--- src/sv/salc_ram.sv ---
// Generic single-port-write, single-read RAM with registered read data.
// No dependencies.
module salc_ram #(
    parameter int WIDTH = 8,
    parameter int DEPTH = 16
) (
    input  logic                     i_clk,
    input  logic                     i_we,
    input  logic [$clog2(DEPTH)-1:0] i_waddr,
    input  logic [WIDTH-1:0]         i_wdata,
    input  logic [$clog2(DEPTH)-1:0] i_raddr,
    output logic [WIDTH-1:0]         o_rdata
);
    logic [WIDTH-1:0] r_mem [DEPTH];

    always_ff @(posedge i_clk) begin
        if (i_we) r_mem[i_waddr] <= i_wdata;
        o_rdata <= r_mem[i_raddr];
    end
endmodule

--- config.mk ---
export PLATFORM = sky130hd
export DESIGN_NAME = salc_ram
export DESIGN_NICKNAME = d
export VERILOG_FILES = /design/src/sv/salc_ram.sv
export SDC_FILE = /design/constraint.sdc
export NUM_CORES = 1
export LEC_CHECK = 0
export BUFFER_PORTS_ARGS = -buffer_cell sky130_fd_sc_hd__buf_2
export CAP_MARGIN = 5
export CORE_ASPECT_RATIO = 0.6
export CORE_UTILIZATION = 60
export DETAILED_ROUTE_END_ITERATION = 10
export GPL_TIMING_DRIVEN = 0
export PLACE_DENSITY_LB_ADDON = 0.3
export SLEW_MARGIN = 20
export SYNTH_ARGS = -nofsm -noshare
export SYNTH_HDL_FRONTEND = slang
export SYNTH_SLANG_ARGS = --single-unit
export TNS_END_PERCENT = 20
--- constraint.sdc ---
create_clock -name i_clk -period 2.1 [get_ports i_clk]
set_input_delay 0.42 -clock i_clk [delete_from_list [all_inputs] [get_ports i_clk]]
set_output_delay 0.42 -clock i_clk [all_outputs]
set_load 0.02 [all_outputs]
==> summary by stage, run 1 <==
Run status
The flow ran to the end, and the final reports show no timing, DRC or antenna violations.

Final layout
The fraction of final layout cells sized beyond drive strength 1 is 30.77%. The summed area of non-filler cells in the final layout is 6027 um^2. The number of antenna diodes in the final layout is 0. In the final design database the tool counted between 200 and 300 nets. The layout overhead on the synthesized area is 17.09%.

Floorplanning
In this run the count of I/O pins placed on the die edge is 26. The die boundary height is 73.75 um. For this configuration, the core starts out at a cell density of 63.54%. The core region is roughly 8000 um^2. The die covers ~9000 um^2. The floorplan has 25 rows. The die width is around 120 um.

Global route
The pin count of the biggest net entering global routing is 17. The total overflow left after global routing is 0. The initial antenna violation count is 0.

The first global-routing pass estimated roughly 15 mm of wire. For this run, the total global-route usage over all layers was measured as about a quarter. The via count of the first global-routing pass is ~2.5k.

Place
Summing all placed instances gives a cell area of between 5000 and 6000 um^2. The last weighted congestion value of the routability-driven placer is 0.7826. The HPWL reported at the end of detailed placement is between 6 and 7 mm.

The number of buffers inserted by port buffering is 24.

Drt
For this run, design rule violations remaining after detail routing come to 0. The final antenna-violating net count is 0. The violation count after the first detailed-routing iteration is ~330. The via count of the routed design is approximately 2.5k. Dividing the detail-routed wire length by the instance count gives between 20 and 30 um. For this run, the detailed router's first-pass iteration total came to 4. In the routed layout, each cell is associated on average with a via count of around 6.4.

The wire length after detailed routing is between 9 and 10 mm.

Power and ir drop
The switching power of the nets is 1.266 mW. The clock network fraction of design power is between 40% and 50%. The design draws around 6.3 mW.

In this run the static leakage power is between 2 and 2.5 nW. The power density over the cells is approximately 1000 nW/um^2. The peak ir drop on the vdd network is approximately 0.00088 V. The share of total power dissipated in sequential elements is 48.4%.

Per report_power, the combinational group accounts for 4.8% of the total. Internal power comes to roughly 5.0 mW. Net switching is roughly a fifth of the power.

Synth
The count of warnings emitted by yosys is 0. Sorting the synthesized cells by how often they occur yields 128 x sky130_fd_sc_hd__edfxtp_1, 18 x sky130_fd_sc_hd__mux4_2, 16 x sky130_fd_sc_hd__a22oi_1. After synthesis the netlist holds a flip-flop and latch count of approximately 140. In this run, distinct cell masters in the synthesized netlist total 19. The cell count after synthesis came out at approximately 230. The register area share after synthesis is 77.78%. The largest total area in the synthesized netlist belongs to sky130_fd_sc_hd__edfxtp_1. The fraction of synthesized cell area taken by the top area cell type is approximately 75%. The most used flip-flop cell after synthesis is sky130_fd_sc_hd__edfxtp_1. The cell area that synthesis handed to floorplanning was 5147 um^2. The most frequent cell after synthesis is sky130_fd_sc_hd__edfxtp_1. The synthesized design contains around 130 enable-type register cells. The proportion of synthesized flip-flops having asynchronous set or reset is 0%. Each instance of the synthesized netlist takes up on average ~22 um^2. Ranked by total cell area, the synthesized netlist is headed by sky130_fd_sc_hd__edfxtp_1 75%, sky130_fd_sc_hd__mux4_2 7.9%, sky130_fd_sc_hd__mux4_1 7.1%. The post-synthesis net count is 247.

STA
For the pin with the worst max-slew slack, the measured transition is between 1 and 1.5 ns. The fraction of the cycle the final worst path needs is 87.27%. The worst clock skew is about 0.0047 ns. The setup TNS is 0 ns. The worst path needs about 1.8 ns of the cycle, external delays included.

Setup violations remaining at the end of the flow were counted as 0. Setup repair after global routing left no endpoint under its margin. The number of hold violations in the final report came to 0. The max-slew headroom at the worst pin is a little under a third.

The highest attainable clock frequency is approximately 550 MHz. The final max-slew violation count was 0.

Setup path
Among all stages on the critical path, the largest delay is contributed by sky130_fd_sc_hd__nor2_1. The critical path goes through buf_2 > or3b_2 > nor2_1. STA classifies the critical path startpoint as a primary input. The delay of the slowest cell on the worst path is about 0.80 ns. The worst setup path is of the in2reg kind. STA puts the critical path data required time at 2.13 ns. On the critical path the largest part of the delay comes from simple AND/OR/NAND/NOR gates. The setup slack of the worst register-to-register path is around 0.69 ns. Together, buffers and inverters on the worst path number 1.

Along the worst path, the maximum fanout reaches 8. The worst setup path is captured at a flip-flop. For the worst setup path, the data arrival time is approximately 1.9 ns.

CTS
For this design, the CTS-stage hold fixing added 0 buffers. The TritonCTS clock tree is done. After clock tree synthesis, the setup repair step added 0 buffers.

The count of clock tree sinks is about 140. The later pin in the worst-skew pair is clocked with a latency of 0.42 ns. In this run the number of H-tree levels came out at 4.

Once the clock tree was built, the resizer swapped 0 gates to a different size. The buffer depth of the longest clock path is 2. TritonCTS created 17 clock buffers. The clock-pin transition on the worst setup and hold timing paths is roughly 0.05 ns. The tree is rooted in a sky130_fd_sc_hd__clkbuf_16.

Worst hold path
The type of the worst min-delay path is in2reg.

Flow run
Max-cap violations in this run came to 0.
-- registers in the layout, summed over array words and instances (netlist names) --
name     flops
o_rdata      8
r_mem      128
-- per-layer routing --
layer	GRT usage [%]	wire length, um	share of wire (%)
met2	35.54	4356	44
met5	0	0	0
met4	9.602	160	1.6
met1	36.62	4438	45
met3	9.938	932	9.4
-- worst reg2reg max path, cell delays in order (launching register included) --
cell                       delay, ns
sky130_fd_sc_hd__edfxtp_1       0.40
sky130_fd_sc_hd__mux4_1         0.51
sky130_fd_sc_hd__a22oi_1        0.29
sky130_fd_sc_hd__nand2_1        0.09
-- power by group through the flow --
stage / Sequential (mW) / Clock [mW] / Combinational, mW
3_3_place_gp: 3.10 / 0 / 0.291
2_1_floorplan: 3.13 / 0 / 0.154
6_report: 3.05 / 2.95 / 0.305
4_1_cts: 3.05 / 2.96 / 0.304
5_1_grt: 3.06 / 3.08 / 0.324
3_5_place_dp: 3.11 / 0 / 0.302
-- final timing paths --
check / start / endpoint / depth (start not counted)
setup / recovery: i_waddr[2] / r_mem[2][1] / 3
hold / removal: i_wdata[5] / r_mem[15][5] / 1
setup reg to reg: r_mem[8][2] / o_rdata[2] / 3
hold reg to reg: r_mem[14][1] / o_rdata[1] / 3
-- cells by family (layout without fill, tap and decap cells) --
| kind of cell | after synthesis | in the layout | share of synthesized area [%] |
|---|---|---|---|
| muxes | 32 | 32 | 15.02 |
| buffers and inverters | 10 | 67 | 1.677 |
| and+or+nand+nor | 35 | 35 | 3.184 |
| DFF | 136 | 136 | 77.78 |
| AOI/OAI and AO/OA | 16 | 16 | 2.334 |
-- cells in the final DEF, fill, tap and decap left out --
cell,instances
sky130_fd_sc_hd__mux4_1,14
sky130_fd_sc_hd__buf_2,27
sky130_fd_sc_hd__buf_6,3
sky130_fd_sc_hd__clkbuf_8,1
sky130_fd_sc_hd__buf_4,2
sky130_fd_sc_hd__clkbuf_16,17
sky130_fd_sc_hd__nor2_1,13
sky130_fd_sc_hd__clkinv_2,4
sky130_fd_sc_hd__clkinvlp_4,3
sky130_fd_sc_hd__clkdlybuf4s25_2,3
sky130_fd_sc_hd__clkinv_4,2
sky130_fd_sc_hd__and2b_1,1
sky130_fd_sc_hd__nor2b_1,1
sky130_fd_sc_hd__nand2_1,9
sky130_fd_sc_hd__dfxtp_1,8
sky130_fd_sc_hd__and2_1,1
sky130_fd_sc_hd__a22oi_1,16
sky130_fd_sc_hd__clkinv_1,1
sky130_fd_sc_hd__nand3_1,1
sky130_fd_sc_hd__nand3b_1,2
sky130_fd_sc_hd__nor3_2,4
sky130_fd_sc_hd__nand2b_1,2
sky130_fd_sc_hd__edfxtp_1,128
sky130_fd_sc_hd__or3b_2,1
sky130_fd_sc_hd__clkbuf_1,1
sky130_fd_sc_hd__mux4_2,18
sky130_fd_sc_hd__bufinv_16,3
-- stage by stage --
stage	utilization [%]	setup slack [ns]	std cells	hold slack (ns)
3_3_place_gp	66.69	-0.4043	361	0.6590
2_1_floorplan	-	0.1871	229	0.5189
4_1_cts	74.39	0.2233	394	0.3767
5_1_grt	74.39	0.1812	394	0.3793
3_5_place_dp	67.03	-0.2027	362	0.6589
6_report	74.39	0.2672	394	0.3887
-- layout make-up --
class	instances	area [um^2]
multi-input cells	83	1077
plain buffers	10	86.33
fillers	458	2074
well taps	108	135.1
flip-flops and latches	136	4004
clock inverters	13	153.9
clock buffers	19	442.9
repair buffers	25	127.6
No activity file was read; power rests on OpenSTA's default activity.
==> run 2, diff against run 1 <==
--- a/config.mk
+++ b/config.mk
@@ -8,7 +8,7 @@
 export BUFFER_PORTS_ARGS = -buffer_cell sky130_fd_sc_hd__buf_2
 export CAP_MARGIN = 5
 export CORE_ASPECT_RATIO = 0.6
-export CORE_UTILIZATION = 60
+export CORE_UTILIZATION = 45
 export DETAILED_ROUTE_END_ITERATION = 10
 export GPL_TIMING_DRIVEN = 0
 export PLACE_DENSITY_LB_ADDON = 0.3
==> run 2 against run 1 <==
  * Worst setup slack better by 0.11 ns
  * Highest routed layer unchanged
  * Largest cell class unchanged
  * Clock skew about the same
  * Sequential share of layout area up 0.26 points
  * Design area down 0.39%
==> summary by stage, run 2 (synthesis results as in run 1) <==
Worst hold path
The type of the worst min-delay path is in2reg (unchanged).

Power and ir drop
The clock network fraction of design power came to 45.0% (was 46.8%). The peak ir drop on the vdd network is 0.0006791 V (was 0.0008757 V). The internal cell power came to 4.860 mW (was 5.041 mW). The cell leakage power is 1.995 nW (was 2.035 nW). The switching power of the nets is 1.258 mW (was 1.266 mW). The power density over the cells is 1019 nW/um^2 (was 1047 nW/um^2). The fraction of power spent switching nets was 20.56% (was 20.08%). The relative contribution of combinational cells to total power is 5.1% (was 4.8%). The share of power burned in registers was 49.8% (was 48.4%).

Final layout
The layout overhead on the synthesized area was 16.63% (was 17.09%). The most common cell after layout, fill and taps aside is sky130_fd_sc_hd__edfxtp_1 (unchanged). The post-layout net count was 290 (was 291). The final antenna diode count is 0 (unchanged).

The summed area of non-filler cells in the final layout is 6003 um^2 (was 6027 um^2). The register name with the most flops is r_mem (unchanged). Commonest non-fill, non-tap cells in the layout: 128 x sky130_fd_sc_hd__edfxtp_1, 27 x sky130_fd_sc_hd__buf_2, 18 x sky130_fd_sc_hd__mux4_2, 17 x sky130_fd_sc_hd__clkbuf_16, 16 x sky130_fd_sc_hd__a22oi_1 (unchanged). Top flop regs: r_mem x128, o_rdata x8 (unchanged). The count of fill cells added during filler insertion is 821 (was 458).

The fraction of final layout cells sized beyond drive strength 1 came to 27.82% (was 30.77%). The flip-flop count of the largest register after layout was 128 (unchanged).

Setup path
The data required time of the worst path was 2.13 ns (about the same). The critical path startpoint category is a primary input (unchanged). The worst setup path startpoint is i_waddr[2] (unchanged). The setup slack of the worst register-to-register path is 0.66 ns (was 0.69 ns). The endpoint class of the critical path is a flip-flop (unchanged).

The number of cells on the worst reg-to-reg path is 3 (unchanged). The critical-path maximum fanout was 8 (unchanged). The startpoint of the worst register-to-register path is r_mem[1][3] (was r_mem[8][2]). The kind of critical path is in2reg (unchanged). The signal arrival time at the worst endpoint is 1.76 ns (was 1.87 ns). The critical path endpoint is r_mem[1][1] (was r_mem[2][1]). The reg-to-reg critical path endpoint is o_rdata[3] (was o_rdata[2]).

Drt
The detailed-routing wirelength on met1 is 4.935 mm (was 4.438 mm). The wire length after detailed routing was 10.16 mm (was 9.888 mm). The via count of the routed design came to 2391 (was 2531).

The highest routed metal layer is met4 (unchanged). The first-pass iteration count of the detailed router was 5 (was 4). The met3 routed wirelength came to 693 um (was 932 um). The routed length per instance came to 24.03 um (was 25.10 um). The violation count after the first detailed-routing iteration was 189 (was 334). The routed wire length on met2 is 4.473 mm (was 4.356 mm).

The average vias per placed instance is 5.652 (was 6.424). The final antenna-violating net count was 0 (unchanged). The DRC violation count after routing was 0 (unchanged).

Flow run
The number of maximum-capacitance constraint violations is 0 (unchanged).

CTS
The clock latency at the later pin of the worst-skew pair is 0.41 ns (was 0.42 ns). The count of clock tree sinks is 136 (unchanged). The maximum level of the CTS H-tree came to 4 (unchanged). The number of gates given a new drive strength after cts is 0 (unchanged).

The buffers inserted during post-CTS setup optimization was 0 (unchanged). The clock-pin transition on the worst setup and hold timing paths was 0.06 ns (was 0.05 ns). The buffer depth of the longest clock path came to 2 (unchanged).

The buffer cell driving the clock tree root is sky130_fd_sc_hd__clkbuf_16 (unchanged). The number of buffers inserted by hold repair at cts came to 0 (unchanged). The TritonCTS clock tree is done (unchanged).

The total clock buffers created by CTS is 17 (unchanged).

Run status
Result of the run: finished clean (unchanged).

STA
The worst clock skew is 0.004559 ns (was 0.004687 ns). The setup TNS is 0 ns (unchanged). The count of final setup violators is 0 (unchanged). The final max-slew violation count came to 0 (unchanged). The max-slew headroom at the worst pin came to 41.80% (was 31.02%). The fraction of the cycle the final worst path needs is 82.21% (was 87.27%).

The number of hold violations in the final report is 0 (unchanged). The highest attainable clock frequency was 579.2 MHz (was 545.6 MHz). RSZ-0062 raised after global routing: no (unchanged).

The transition time at the pin with the least slew margin came to 0.8698 ns (was 1.031 ns). The final critical path time including I/O delays and setup is 1.726 ns (was 1.833 ns).

Place
The HPWL reported at the end of detailed placement is 6.585 mm (was 6.118 mm). The last weighted congestion value of the routability-driven placer is 0.7873 (was 0.7826). The number of buffers inserted by port buffering was 24 (unchanged). The post-detailed-placement cell area was 5461 um^2 (was 5430 um^2).

Floorplanning
The standard cell core area is 10850 um^2 (was 8102 um^2). The die area is 11880 um^2 (was 8966 um^2). The initial standard-cell utilization of the core is 47.45% (was 63.54%).

The die width was 140.1 um (was 121.6 um). The count of pins on the block boundary is 26 (unchanged). The die boundary height was 84.85 um (was 73.75 um).

The number of placement rows is 29 (was 25).

Global route
The wire length of the first global-routing pass is 15.32 mm (was 14.63 mm). The overflow left after global routing came to 0 (unchanged). The initial antenna violation count is 0 (unchanged). The total global routing track utilization is 19.08% (was 25.43%). The via count of the first global-routing pass came to 2435 (was 2488). The pin count of the biggest net entering global routing is 17 (unchanged).
==> run 2: layout make-up <==
class	count	area [um^2]	share of cell area, %
buffer	10	86.33	1.438
clock buffer	18	429.2	7.149
clock inverter	13	112.6	1.876
multi-input combinational	83	1077	17.94
sequential	136	4004	66.69
tap	139	173.9	2.897
timing repair buffer	24	120.1	2.001
==> run 2: critical path, cell delays in order <==
cell and delay (ns):
sky130_fd_sc_hd__buf_2 0.12, sky130_fd_sc_hd__or3b_2 0.53, sky130_fd_sc_hd__nor2_1 0.69
==> run 2: worst min-delay path by stage <==
stage,end,cells after the start,slack [ns],start
6_report,r_mem[6][6],1,0.42,i_wdata[6]
3_3_place_gp,o_rdata[5],3,0.66,r_mem[11][5]
3_5_place_dp,o_rdata[5],3,0.68,r_mem[9][5]
2_1_floorplan,r_mem[0][0],0,0.52,i_wdata[0]
5_1_grt,r_mem[14][6],1,0.42,i_wdata[6]
4_1_cts,r_mem[6][6],1,0.41,i_wdata[6]
==> run 2: power groups by stage <==
stage          clock network, mW  logic [mW]  registers (mW)
2_1_floorplan                  0       0.154            3.13
6_report                    2.75       0.315            3.05
4_1_cts                     2.77       0.319            3.05
3_3_place_gp                   0       0.311            3.10
5_1_grt                     2.90       0.341            3.05
3_5_place_dp                   0       0.318            3.11
==> run 2: per-layer routing <==
metal,vias up,GRT usage [%]
met5,-,0
li1,1060,-
met2,83,26.41
met4,0,5.994
met1,1242,29.37
met3,6,5.361
==> run 2: stage by stage <==
| stage | worst slack (ns) | power [mW] | hold WS, ns | utilization [%] | cells |
|---|---|---|---|---|---|
| 6_report | 0.3736 | 6.119 | 0.4154 | 55.33 | 423 |
| 5_1_grt | 0.2999 | 6.298 | 0.4191 | 55.33 | 423 |
| 4_1_cts | 0.3880 | 6.143 | 0.4071 | 55.33 | 423 |
| 3_5_place_dp | -0.04822 | 3.424 | 0.6764 | 50.34 | 392 |
| 3_3_place_gp | -0.3961 | 3.413 | 0.6643 | 50.16 | 392 |
| 2_1_floorplan | 0.1871 | 3.281 | 0.5189 | - | 229 |
